==> src/rtl/rrfsm_pkg.sv <==
// Shared types and constants for the initial ranging request retry controller.
// No dependencies; imported by rrfsm_regs, rrfsm_core and the top level.
`timescale 1ns / 1ps
`default_nettype none
package rrfsm_pkg;

	localparam int IdW    = 16;
	localparam int WinW   = 14;
	localparam int CfgIdxW = 3;
	localparam int CfgDataW = 16;

	typedef enum logic [1:0] {
		OP_START = 2'd0,
		OP_TICK  = 2'd1,
		OP_RSP   = 2'd2
	} op_t;

	typedef enum logic [1:0] {
		KIND_SEND    = 2'd0,
		KIND_SUCCESS = 2'd1,
		KIND_FAIL    = 2'd2,
		KIND_BUSY    = 2'd3
	} kind_t;

	localparam logic [CfgIdxW-1:0] REG_OWN_STATION   = 3'd0;
	localparam logic [CfgIdxW-1:0] REG_TIMEOUT       = 3'd1;
	localparam logic [CfgIdxW-1:0] REG_MAX_RETRIES   = 3'd2;
	localparam logic [CfgIdxW-1:0] REG_BACKOFF_MIN   = 3'd3;
	localparam logic [CfgIdxW-1:0] REG_BACKOFF_MAX   = 3'd4;

	localparam logic [IdW-1:0] TXN_ID_MAX = 16'hFFFF;

	typedef struct packed {
		logic [15:0] own_station_id;
		logic [7:0]  response_timeout_frames;
		logic [3:0]  max_retries;
		logic [9:0]  backoff_window_min;
		logic [13:0] backoff_window_max;
	} cfg_t;

	typedef struct packed {
		logic [1:0]     op;
		logic [IdW-1:0] base_station;
		logic [IdW-1:0] rsp_subscriber_station;
		logic [IdW-1:0] rsp_transaction_id;
		logic [IdW-1:0] rsp_basic_cid;
		logic [IdW-1:0] rsp_primary_cid;
	} item_t;

	typedef struct packed {
		kind_t           kind;
		logic [IdW-1:0]  req_transaction_id;
		logic [IdW-1:0]  req_base_station;
		logic [WinW-1:0] backoff_window;
		logic [IdW-1:0]  basic_cid;
		logic [IdW-1:0]  primary_cid;
	} result_t;

	typedef struct packed {
		logic busy;
		logic armed;
	} status_t;

endpackage
`default_nettype wire

==> src/rtl/rrfsm_regs.sv <==
// Configuration register file for the ranging retry controller.
// Depends on rrfsm_pkg (cfg_t, register index constants).
`timescale 1ns / 1ps
`default_nettype none
module rrfsm_regs (
	input  wire logic                            clk,
	input  wire logic                            arst_n,
	input  wire logic                            cfg_we,
	input  wire logic [rrfsm_pkg::CfgIdxW-1:0]   cfg_index,
	input  wire logic [rrfsm_pkg::CfgDataW-1:0]  cfg_data,
	output rrfsm_pkg::cfg_t                      cfg
);
	import rrfsm_pkg::*;

	cfg_t cfg_q;

	always_ff @(posedge clk or negedge arst_n) begin
		if (!arst_n) begin
			cfg_q.own_station_id          <= 16'd1;
			cfg_q.response_timeout_frames <= 8'd3;
			cfg_q.max_retries             <= 4'd3;
			cfg_q.backoff_window_min      <= 10'd2;
			cfg_q.backoff_window_max      <= 14'd64;
		end else if (cfg_we) begin
			unique case (cfg_index)
				REG_OWN_STATION: cfg_q.own_station_id          <= cfg_data;
				REG_TIMEOUT:     cfg_q.response_timeout_frames <= cfg_data[7:0];
				REG_MAX_RETRIES: cfg_q.max_retries             <= cfg_data[3:0];
				REG_BACKOFF_MIN: cfg_q.backoff_window_min      <= cfg_data[9:0];
				REG_BACKOFF_MAX: cfg_q.backoff_window_max      <= cfg_data[13:0];
				default: ;
			endcase
		end
	end

	assign cfg = cfg_q;

endmodule
`default_nettype wire

==> src/rtl/rrfsm_core.sv <==
// Ranging state (transaction ids, frame timer, retry count) and per-request decode.
// Depends on rrfsm_pkg; one request is processed per cycle when fire is high.
`timescale 1ns / 1ps
`default_nettype none
module rrfsm_core (
	input  wire logic        clk,
	input  wire logic        arst_n,
	input  wire logic        fire,
	input  rrfsm_pkg::item_t item,
	input  rrfsm_pkg::cfg_t  cfg,
	output logic             res_valid,
	output rrfsm_pkg::result_t res,
	output rrfsm_pkg::status_t status
);
	import rrfsm_pkg::*;

	logic                busy_q, busy_d;
	logic [IdW-1:0]      last_txn_q, last_txn_d;
	logic [IdW-1:0]      active_txn_q, active_txn_d;
	logic signed [8:0]   frames_q, frames_d;
	logic signed [5:0]   retries_q, retries_d;
	logic [IdW-1:0]      target_q, target_d;

	logic signed [5:0]   r_start, r_tick, r_sel;
	logic [IdW-1:0]      txn_next;
	logic signed [6:0]   attempt;
	logic [14:0]         prod;
	logic [WinW-1:0]     window;
	logic [8:0]          timeout_ext;

	// window = min * attempt, capped at max; zero attempt gives 0, negative gives max (0 if min is 0)
	always_comb begin
		r_start = (retries_q < 0) ? (6'sd1 + $signed({2'b00, cfg.max_retries})) - 6'sd1
		                          : retries_q - 6'sd1;
		r_tick  = retries_q - 6'sd1;
		r_sel   = (item.op == OP_START) ? r_start : r_tick;
		attempt = $signed({3'b000, cfg.max_retries}) - 7'(r_sel) + 7'sd1;
		prod    = 15'(cfg.backoff_window_min) * 15'(attempt[4:0]);
		if (attempt <= 0) begin
			window = (attempt == 0 || cfg.backoff_window_min == '0)
			         ? '0 : cfg.backoff_window_max;
		end else if (prod > {1'b0, cfg.backoff_window_max}) begin
			window = cfg.backoff_window_max;
		end else begin
			window = prod[WinW-1:0];
		end
		txn_next    = (last_txn_q == TXN_ID_MAX) ? 16'd1 : last_txn_q + 16'd1;
		timeout_ext = {1'b0, cfg.response_timeout_frames};
	end

	always_comb begin
		busy_d       = busy_q;
		last_txn_d   = last_txn_q;
		active_txn_d = active_txn_q;
		frames_d     = frames_q;
		retries_d    = retries_q;
		target_d     = target_q;
		res_valid    = 1'b0;
		res          = '0;
		if (fire) begin
			unique case (item.op)
				OP_START: begin
					res_valid = 1'b1;
					if (busy_q) begin
						res.kind = KIND_BUSY;
					end else begin
						busy_d       = 1'b1;
						target_d     = item.base_station;
						last_txn_d   = txn_next;
						active_txn_d = txn_next;
						retries_d    = r_start;
						frames_d     = $signed(timeout_ext);
						res.kind               = KIND_SEND;
						res.req_transaction_id = txn_next;
						res.req_base_station   = item.base_station;
						res.backoff_window     = window;
					end
				end
				OP_TICK: begin
					if (frames_q == 0) begin
						res_valid = 1'b1;
						if (retries_q > 0) begin
							retries_d = r_tick;
							frames_d  = (timeout_ext == '0) ? 9'sd0
							            : $signed(timeout_ext - 9'd1);
							res.kind               = KIND_SEND;
							res.req_transaction_id = active_txn_q;
							res.req_base_station   = target_q;
							res.backoff_window     = window;
						end else begin
							retries_d = -6'sd1;
							frames_d  = -9'sd1;
							busy_d    = 1'b0;
							res.kind  = KIND_FAIL;
						end
					end else if (frames_q > 0) begin
						frames_d = frames_q - 9'sd1;
					end
				end
				OP_RSP: begin
					if (item.rsp_subscriber_station == cfg.own_station_id && frames_q > 0
					    && item.rsp_transaction_id == active_txn_q) begin
						frames_d    = -9'sd1;
						retries_d   = -6'sd1;
						busy_d      = 1'b0;
						res_valid   = 1'b1;
						res.kind    = KIND_SUCCESS;
						res.basic_cid   = item.rsp_basic_cid;
						res.primary_cid = item.rsp_primary_cid;
					end
				end
				default: ;
			endcase
		end
	end

	always_ff @(posedge clk or negedge arst_n) begin
		if (!arst_n) begin
			busy_q       <= 1'b0;
			last_txn_q   <= '0;
			active_txn_q <= '0;
			frames_q     <= -9'sd1;
			retries_q    <= -6'sd1;
			target_q     <= '0;
		end else begin
			busy_q       <= busy_d;
			last_txn_q   <= last_txn_d;
			active_txn_q <= active_txn_d;
			frames_q     <= frames_d;
			retries_q    <= retries_d;
			target_q     <= target_d;
		end
	end

	assign status.busy  = busy_q;
	assign status.armed = (frames_q >= 0);

endmodule
`default_nettype wire

==> src/rtl/ranging_request_retry_fsm_top.sv <==
// Top level of the subscriber initial ranging controller: input register,
// result register, config registers. Depends on rrfsm_pkg, rrfsm_regs, rrfsm_core.
//
//  channel  | handshake                 | payload
//  ---------+---------------------------+------------------------------------------
//  in       | in_valid / in_stall       | op, base_station, rsp_* fields
//  out      | out_valid / out_stall     | kind, req_*, backoff_window, *_cid
//  cfg      | cfg_we (no back-pressure) | cfg_index, cfg_data
//
// One request per cycle while out_stall does not hold the result register. A request
// taken into the input register is decoded when it fires, and its result is written
// into the result register, from which it is shown on the out channel.
// Ticks that change only the timer and rejected responses give no result.
// Reset is asynchronous: timer disarmed, no attempt, transaction id 0.
// out_stall holds the result register; a new request is still taken into an empty
// input register, which then waits until the result slot frees.
`timescale 1ns / 1ps
`default_nettype none
module ranging_request_retry_fsm_top (
	input  wire logic                           clk,
	input  wire logic                           arst_n,
	input  wire logic                           in_valid,
	output logic                                in_stall,
	input  wire logic [1:0]                     op,
	input  wire logic [15:0]                    base_station,
	input  wire logic [15:0]                    rsp_subscriber_station,
	input  wire logic [15:0]                    rsp_transaction_id,
	input  wire logic [15:0]                    rsp_basic_cid,
	input  wire logic [15:0]                    rsp_primary_cid,
	output logic                                out_valid,
	input  wire logic                           out_stall,
	output logic [1:0]                          kind,
	output logic [15:0]                         req_transaction_id,
	output logic [15:0]                         req_base_station,
	output logic [13:0]                         backoff_window,
	output logic [15:0]                         basic_cid,
	output logic [15:0]                         primary_cid,
	input  wire logic                           cfg_we,
	input  wire logic [rrfsm_pkg::CfgIdxW-1:0]  cfg_index,
	input  wire logic [rrfsm_pkg::CfgDataW-1:0] cfg_data
);
	import rrfsm_pkg::*;

	cfg_t    cfg;
	item_t   item_s1;
	logic    valid_s1;
	result_t res, res_q;
	logic    res_valid;
	logic    out_valid_q;
	logic    fire;
	logic    in_take;
	status_t status;

	rrfsm_regs u_regs (
		.clk       (clk),
		.arst_n    (arst_n),
		.cfg_we    (cfg_we),
		.cfg_index (cfg_index),
		.cfg_data  (cfg_data),
		.cfg       (cfg)
	);

	assign fire     = valid_s1 && (!out_valid_q || !out_stall);
	assign in_stall = valid_s1 && !fire;
	assign in_take  = in_valid && !in_stall;

	rrfsm_core u_core (
		.clk       (clk),
		.arst_n    (arst_n),
		.fire      (fire),
		.item      (item_s1),
		.cfg       (cfg),
		.res_valid (res_valid),
		.res       (res),
		.status    (status)
	);

	always_ff @(posedge clk or negedge arst_n) begin
		if (!arst_n) begin
			valid_s1    <= 1'b0;
			out_valid_q <= 1'b0;
		end else begin
			if (in_take) begin
				valid_s1 <= 1'b1;
			end else if (fire) begin
				valid_s1 <= 1'b0;
			end
			if (fire && res_valid) begin
				out_valid_q <= 1'b1;
			end else if (!out_stall) begin
				out_valid_q <= 1'b0;
			end
		end
	end

	always_ff @(posedge clk) begin
		if (in_take) begin
			item_s1.op                     <= op;
			item_s1.base_station           <= base_station;
			item_s1.rsp_subscriber_station <= rsp_subscriber_station;
			item_s1.rsp_transaction_id     <= rsp_transaction_id;
			item_s1.rsp_basic_cid          <= rsp_basic_cid;
			item_s1.rsp_primary_cid        <= rsp_primary_cid;
		end
		if (fire && res_valid) begin
			res_q <= res;
		end
	end

	assign out_valid          = out_valid_q;
	assign kind               = res_q.kind;
	assign req_transaction_id = res_q.req_transaction_id;
	assign req_base_station   = res_q.req_base_station;
	assign backoff_window     = res_q.backoff_window;
	assign basic_cid          = res_q.basic_cid;
	assign primary_cid        = res_q.primary_cid;

	a_idle_disarmed: assert property (@(posedge clk) disable iff (!arst_n)
		!status.busy |-> !status.armed)
		else $error("timer armed while no ranging attempt is active");

	a_no_overwrite: assert property (@(posedge clk) disable iff (!arst_n)
		out_valid_q && out_stall |-> !fire)
		else $error("request processed while the result register is held");

	a_busy_reject: assert property (@(posedge clk) disable iff (!arst_n)
		fire && item_s1.op == OP_START && status.busy |-> res_valid && res.kind == KIND_BUSY)
		else $error("start during an active attempt was not refused");

	a_done_clears: assert property (@(posedge clk) disable iff (!arst_n)
		fire && res_valid && (res.kind == KIND_SUCCESS || res.kind == KIND_FAIL)
		|=> !status.busy && !status.armed)
		else $error("attempt still active after success or failure");

endmodule
`default_nettype wire
==> config.mk <==
export PLATFORM = sky130hd
export DESIGN_NAME = ranging_request_retry_fsm_top
export DESIGN_NICKNAME = d
export VERILOG_FILES = /design/src/rtl/rrfsm_pkg.sv /design/src/rtl/rrfsm_regs.sv /design/src/rtl/rrfsm_core.sv /design/src/rtl/ranging_request_retry_fsm_top.sv
export SDC_FILE = /design/constraint.sdc
export NUM_CORES = 1
export LEC_CHECK = 0
export BUFFER_PORTS_ARGS = -buffer_cell sky130_fd_sc_hd__buf_4
export CAP_MARGIN = 10
export CORE_MARGIN = 2
export CORE_UTILIZATION = 50
export CTS_CLUSTER_DIAMETER = 150
export DETAILED_ROUTE_END_ITERATION = 6
export PLACE_DENSITY = 0.71
export SYNTH_ARGS = -nofsm -noshare
export SYNTH_HDL_FRONTEND = slang
export SYNTH_SLANG_ARGS = --single-unit
export TNS_END_PERCENT = 10
==> constraint.sdc <==
create_clock -name clk -period 11.55 [get_ports clk]
set_input_delay 2.31 -clock clk [delete_from_list [all_inputs] [get_ports clk]]
set_output_delay 2.31 -clock clk [all_outputs]
set_load 0.02 [all_outputs]
### Word level (Yosys, flattened, before mapping)

Index checks and enable logic that the tools add are counted.

* bitwise gates (word level): 1
* reduce and logical (&&, ||, !) cells: 30
* add/sub/neg operators: 8
* multiply operators: 1
* equal/unequal tests: 15
* mux-type cells: 38
* order comparisons: 5

Operators by type and width (count)
* $mux W46: 2
* $pmux W46 S2: 1
* $logic_not A32 Y1: 2
* $mux W9: 6
* $mux W48: 1
* $mux W14: 3
* $mux W6: 6
* $eq A16 B16 Y1: 2
* $pmux W9 S3: 1
* $pmux W6 S3: 1
* $add A16 B1 Y16 const B: 1
* $eq A16 B16 Y1 const B: 1
* $mux W16: 1
* $gt A15 B14 Y1: 1
* $mul A10 B5 Y15: 1
* $reduce_and A5 Y1: 3
* $sub A6 B2 Y6 const B: 2
* $mux W1: 11
* $logic_not A10 Y1: 1
* $reduce_and A2 Y1: 5
* $gt A9 B1 Y1 const B: 1
* $logic_not A9 Y1: 1
* $sub A8 B1 Y9 const B: 1
* $sub A9 B2 Y9 const B: 1
* other kinds (26): 42

* input bits: 106
* word-level logic and storage cells: 122
* register bits: 264
* output and inout bits: 82

### Depth between registers and ports, before layout

* depth in word-level cells: 13
* mapped depth: 35
* gate-level depth less buffers: 33

### Hierarchy

From an unflattened synthesis, not the netlist that was laid out.

* cells, all modules: 1143
* area total of the unflattened synthesis: 13471.7 sq um

Modules (own cells, without submodules)
* rrfsm_core: seq. area each 1219.9 sq um, times used 1, cells an instance 856, area an instance 6513.7 sq um
* ranging_request_retry_fsm_top: seq. area each 4914.7 sq um, times used 1, cells an instance 173, area an instance 4963.5 sq um
* rrfsm_regs: seq. area each 1310.0 sq um, times used 1, cells an instance 114, area an instance 1994.4 sq um

### Least setup slack after synthesis

No wires, ideal clock.

* kind: register to register
* from: register u_regs.cfg_q, in the netlist u_regs.cfg[24]
* to: register res_q, in the netlist backoff_window[12] (data pin)
* library setup time: 0.271 ns
* period minus slack after synthesis: 7.888 ns
* cell stages (with the launch flop): 33
* path buffers: 2
* slack: 3.662 ns
* arrival time: 7.617 ns
* data required time: 11.279 ns
* path through: dfstp_2 -> ha_1 -> nor2b_1 -> o221ai_1 -> a21o_1 -> a31oi_1 -> a21oi_1 -> ha_1 -> ha_1 -> nor2_1 -> nor2_1 -> xor2_1 -> clkbuf_1 -> nand2_1 -> fa_1 -> fa_1 -> fa_1 -> inv_1 -> ha_1 -> nor2b_1 -> o31a_1 -> o211ai_1 -> a21oi_1 -> nor3_1 -> inv_1 -> ha_1 -> nand3_1 -> or4_1 -> a21oi_1 -> a31oi_1 -> dlygate4sd1_1 -> o2111ai_1 -> o221ai_2

* cells in the longest elaborated chain, start to end: 13
* elaborated cells between the ends (all ways): 18
* classes of those cells: add/sub: 4; mul: 1; order compare: 2; mux: 9; reduce/logical: 2

Ends and longest elaborated chain
* from (decl): RTL line rrfsm_regs.sv:15 `cfg_t cfg_q;`
* $add A1 B4 Y5: RTL line rrfsm_core.sv:33 `r_start = (retries_q < 0) ? (6'sd1 + $signed({2'b00, cfg.max_retries})) - 6'sd1`
* $sub A6 B2 Y6: RTL line rrfsm_core.sv:33
* $mux W6: RTL line rrfsm_core.sv:33
* $mux W6: RTL line rrfsm_core.sv:36 `r_sel = (item.op == OP_START) ? r_start : r_tick;`
* $sub A5 B6 Y7 *: RTL line rrfsm_core.sv:37 `attempt = $signed({3'b000, cfg.max_retries}) - 7'(r_sel) + 7'sd1;`
* $add A7 B2 Y7 *: RTL line rrfsm_core.sv:37
* $mul A10 B5 Y15 or $logic_not A32 Y1 (tied branches): RTL line rrfsm_core.sv:38, rrfsm_core.sv:40
* $gt A15 B14 Y1 or $logic_or A1 B1 Y1 (tied branches): RTL line rrfsm_core.sv:42, rrfsm_core.sv:40
* $mux W14 (on tied branches): RTL line rrfsm_core.sv:42, rrfsm_core.sv:41
* $mux W14 *: RTL line rrfsm_core.sv:39 `if (attempt <= 0) begin`
* $mux W46: RTL line rrfsm_core.sv:82 `if (retries_q > 0) begin`
* $mux W48: RTL line rrfsm_core.sv:80 `if (frames_q == 0) begin`
* $pmux W46 S2 *: RTL line rrfsm_core.sv:61 `unique case (item.op)`
* to (signal assigned): RTL line ranging_request_retry_fsm_top.sv:106 `res_q <= res;`
* to (decl): RTL line ranging_request_retry_fsm_top.sv:47 `result_t res, res_q;`

Every way passes the cells marked *; elsewhere a longest branch is shown, timed or not.
A chain may end at the register's enable or synchronous reset.

### Final worst setup path

* from: register u_regs.cfg_q, in the netlist u_regs.cfg[24]
* to: register res_q, in the netlist backoff_window[1] (data pin)

Same word-level chain as after synthesis.

==> key figures <==
Final layout
  – Nets: around 1600
  – N_diodes: 0
  – FILL cells: about 2300
  – Layout Cells excl Fill: about 1800
  – Most common cell after layout, fill and taps aside: buf_4
  – Share of layout cells above drive strength 1: between 20% and 30%
  – Area growth syn-to-layout: 19.8%
  – Final Util: 60.5%
  – Commonest non-fill, non-tap cells in the layout: buf_4, edfxtp_1, nand2_1

Yosys
  – Mean Syn Cell Area: about 11 um2
  – Predominant post-synthesis flop cell: edfxtp_1
  – Synthesized instance count: 1220
  – Area fraction of the dominant cell type after synthesis: a little over a third
  – Synth area leaders: edfxtp_1, dfrtp_1, ha_1, dfstp_2, mux2_2
  – Synthesized area: approximately 14000 um2
  – Syn_nets: 1406
  – Yosys warnings: 0
  – FF+latch count, synth: ~260
  – Post-synth ARST share: between 30 and 40%
  – Synth area leader: edfxtp_1
  – Seq/Total Area, Yosys: a little over half
  – Unique masters post-synth: slightly below 80
  – Post-synth EDFFs: ~160

Clock tree
  – Post-cts hold buffer count: 0
  – CTS tree: done
  – H-tree depth: 1
  – Clk sink count: roughly 260
  – Worst skew pair latency: around 0.56 ns
  – CTS Root Cell: clkbuf_16
  – Num CTS Buffers: 28
  – CTS Buffer Depth: 3
  – Post-CTS resize count: 0
  – Clk slew on worst S/H paths: about 0.060 ns
  – Setup bufs post-CTS: 0

Routing
  – Final routed DRC violation total: 0
  – Routed vias/inst: 5.48
  – Final antenna-violating net count: 0
  – DRT Wirelength: ~32 mm
  – Routed vias: between 9000 and 10000
  – DR iter-0 viols: between 700 and 800
  – Post-DR wirelength/cell: around 18 um
  – DRT Pass-1 Iters: 5

GRT
  – Vias in the first global route: between 9000 and 10000
  – Overflow after GRT: 0
  – Antenna violations before repair: 0
  – Largest net degree at the start of global routing: 83
  – First-pass GRT wire length: approximately 52 mm
  – Total GRT Usage: between 20% and 30%

Floorplan
  – Die ar.: between 20000 and 30000 um2
  – Core Area: ~28000 um2
  – Ports: 188
  – Die height: 171 um
  – Initial Utilization: around half
  – Die width: approximately 170 um
  – Row count: 61

Timing
  – # setup viols final: 0
  – Slew margin rel.: about a quarter
  – Worst Tran Pin Value: ~1.1 ns
  – Final Hold Violating Endpoints: 0
  – RSZ-0062 raised after global routing: no
  – Fmax achieved: roughly 0.11 GHz
  – Max Slew Vio Count: 0
  – Worst Skew: 0.0163 ns
  – Minimum clock period: 8.94 ns
  – Setup TNS: 0 ns
  – Final setup margin: ~2.6 ns
  – Final Cycle Share: 77.4%

Worst setup path
  – Startpoint Class: flip-flop
  – CP max stage delay: between 0.6 and 0.7 ns
  – Crit-path most repeated cell: ha_1
  – CP endpoint kind: flip-flop
  – Worst Path Buf+Inv: 3
  – Stages on the worst setup path: 31
  – CP delay by family, top: adder cells
  – Setup CP Type: reg2reg
  – Worst path slowest cell: dfstp_2
  – Arrival time at the worst endpoint: between 9 and 10 ns
  – Worst reg-to-reg path cell count: 31
  – Crit path required time: 11.92 ns
  – Max Fanout on Critical Path: 15

Place
  – Hpwl dp: ~23 mm
  – I/O Buffers: about 190
  – Gpl congestion: approximately 0.87
  – Pre-CTS WS: ~2.7 ns
  – DP Cell Count: 1740

Hold path
  – Min-Delay Path Depth: 2
  – Hold crit path type: reg2reg

Run
  – Max-Cap Viols: 0

Status
  – Status: finished clean
==> synthesized netlist by cell type (8+ instances only) <==
master / number
edfxtp_1: 162
nand2_1: 128
inv_1: 82
dfrtp_1: 80
nor2_1: 74
and2_1: 69
o21ai_0: 57
ha_1: 55
a21oi_1: 47
mux2_2: 47
xor2_1: 41
clkbuf_1: 40
nand3_1: 28
fa_1: 25
a22oi_1: 24
dfstp_2: 22
nor3_1: 19
xnor2_1: 19
o2111ai_1: 15
and3_1: 12
nand4_1: 12
nor4_1: 10
o211ai_1: 10
a21o_1: 8
buf_2: 8
o221ai_1: 8
o31ai_1: 8
==> path summary, 6_finish.rpt <==
kind	from	slack, ns	endpoint
setup / recovery	u_regs.cfg[24]$_DFFE_PN1P_	2.61	backoff_window[1]$_SDFFCE_PN0P_
hold / removal	u_core.target_q[2]$_DFFE_PN0P_	0.47	u_core.target_q[2]$_DFFE_PN0P_
setup reg to reg	u_regs.cfg[24]$_DFFE_PN1P_	2.61	backoff_window[1]$_SDFFCE_PN0P_
hold reg to reg	u_core.target_q[2]$_DFFE_PN0P_	0.47	u_core.target_q[2]$_DFFE_PN0P_
max in group asynchronous	arst_n	8.50	u_regs.cfg[16]$_DFFE_PN0P_
min in group asynchronous	arst_n	1.71	u_core.target_q[14]$_DFFE_PN0P_
==> tightest hold or removal path, delay by kind of cell (launching register included) <==
kind             cells  cell delay (ns)
DFF                  1             0.34
and+or+nand+nor      2             0.11
==> layout make-up <==
cell class	instances	area (um2)	share of cell area (%)
Clock inverter	10	201	1.20
Multi-Input combinational cell	815	5950	35.6
Clock buffer	42	845	5.05
Tap cell	378	473	2.83
Inverter	83	312	1.86
Timing Repair Buffer	200	1500	8.98
Sequential cell	264	7440	44.5
==> layer usage <==
metal / share of wire [%] / wire, um / track usage, % / up-vias
li1: - / - / - / 4710
met1: 45 / 14500 / 31.2 / 4727
met2: 47 / 15200 / 36.7 / 341
met3: 6.2 / 2010 / 3.65 / 48
met4: 2.4 / 789 / 5.75 / 0
met5: 0 / 0 / 0 / -
==> cell families (layout without fill, tap and decap cells) <==
logic type	Yosys count	in the layout	share of synthesized area, %
XOR/XNOR	60	60	3.76
flip-flops	264	264	53.3
AO/OA/AOI/OAI	220	220	11.1
buffers and inverters	141	335	4.25
adder cells (fa/ha/maj)	80	80	8.51
multiplexers	53	53	4.22
AND/OR/NAND/NOR	402	402	14.8
==> registers in the layout, summed over array words and instances, names as in the netlist <==
signal,flops
out_valid,1
u_core.last_txn_q,16
u_core.target_q,16
u_core.retries_q,6
basic_cid,16
u_core.frames_q,9
item_s1,82
u_regs.cfg,52
u_core.busy_q,1
kind,2
primary_cid,16
backoff_window,14
req_transaction_id,16
valid_s1,1
req_base_station,16
==> per-stage QoR <==
step	hold WS [ns]	cell area, um2
finish	0.472	16700
floorplan	0.441	14000
global placement	0.447	15700
global route	0.490	16700
CTS	0.471	16700
detailed placement	0.454	15700
Power is left out: the tool's default activity adds up to more than one toggle a clock period on the data nets, which glitch-free logic cannot reach.
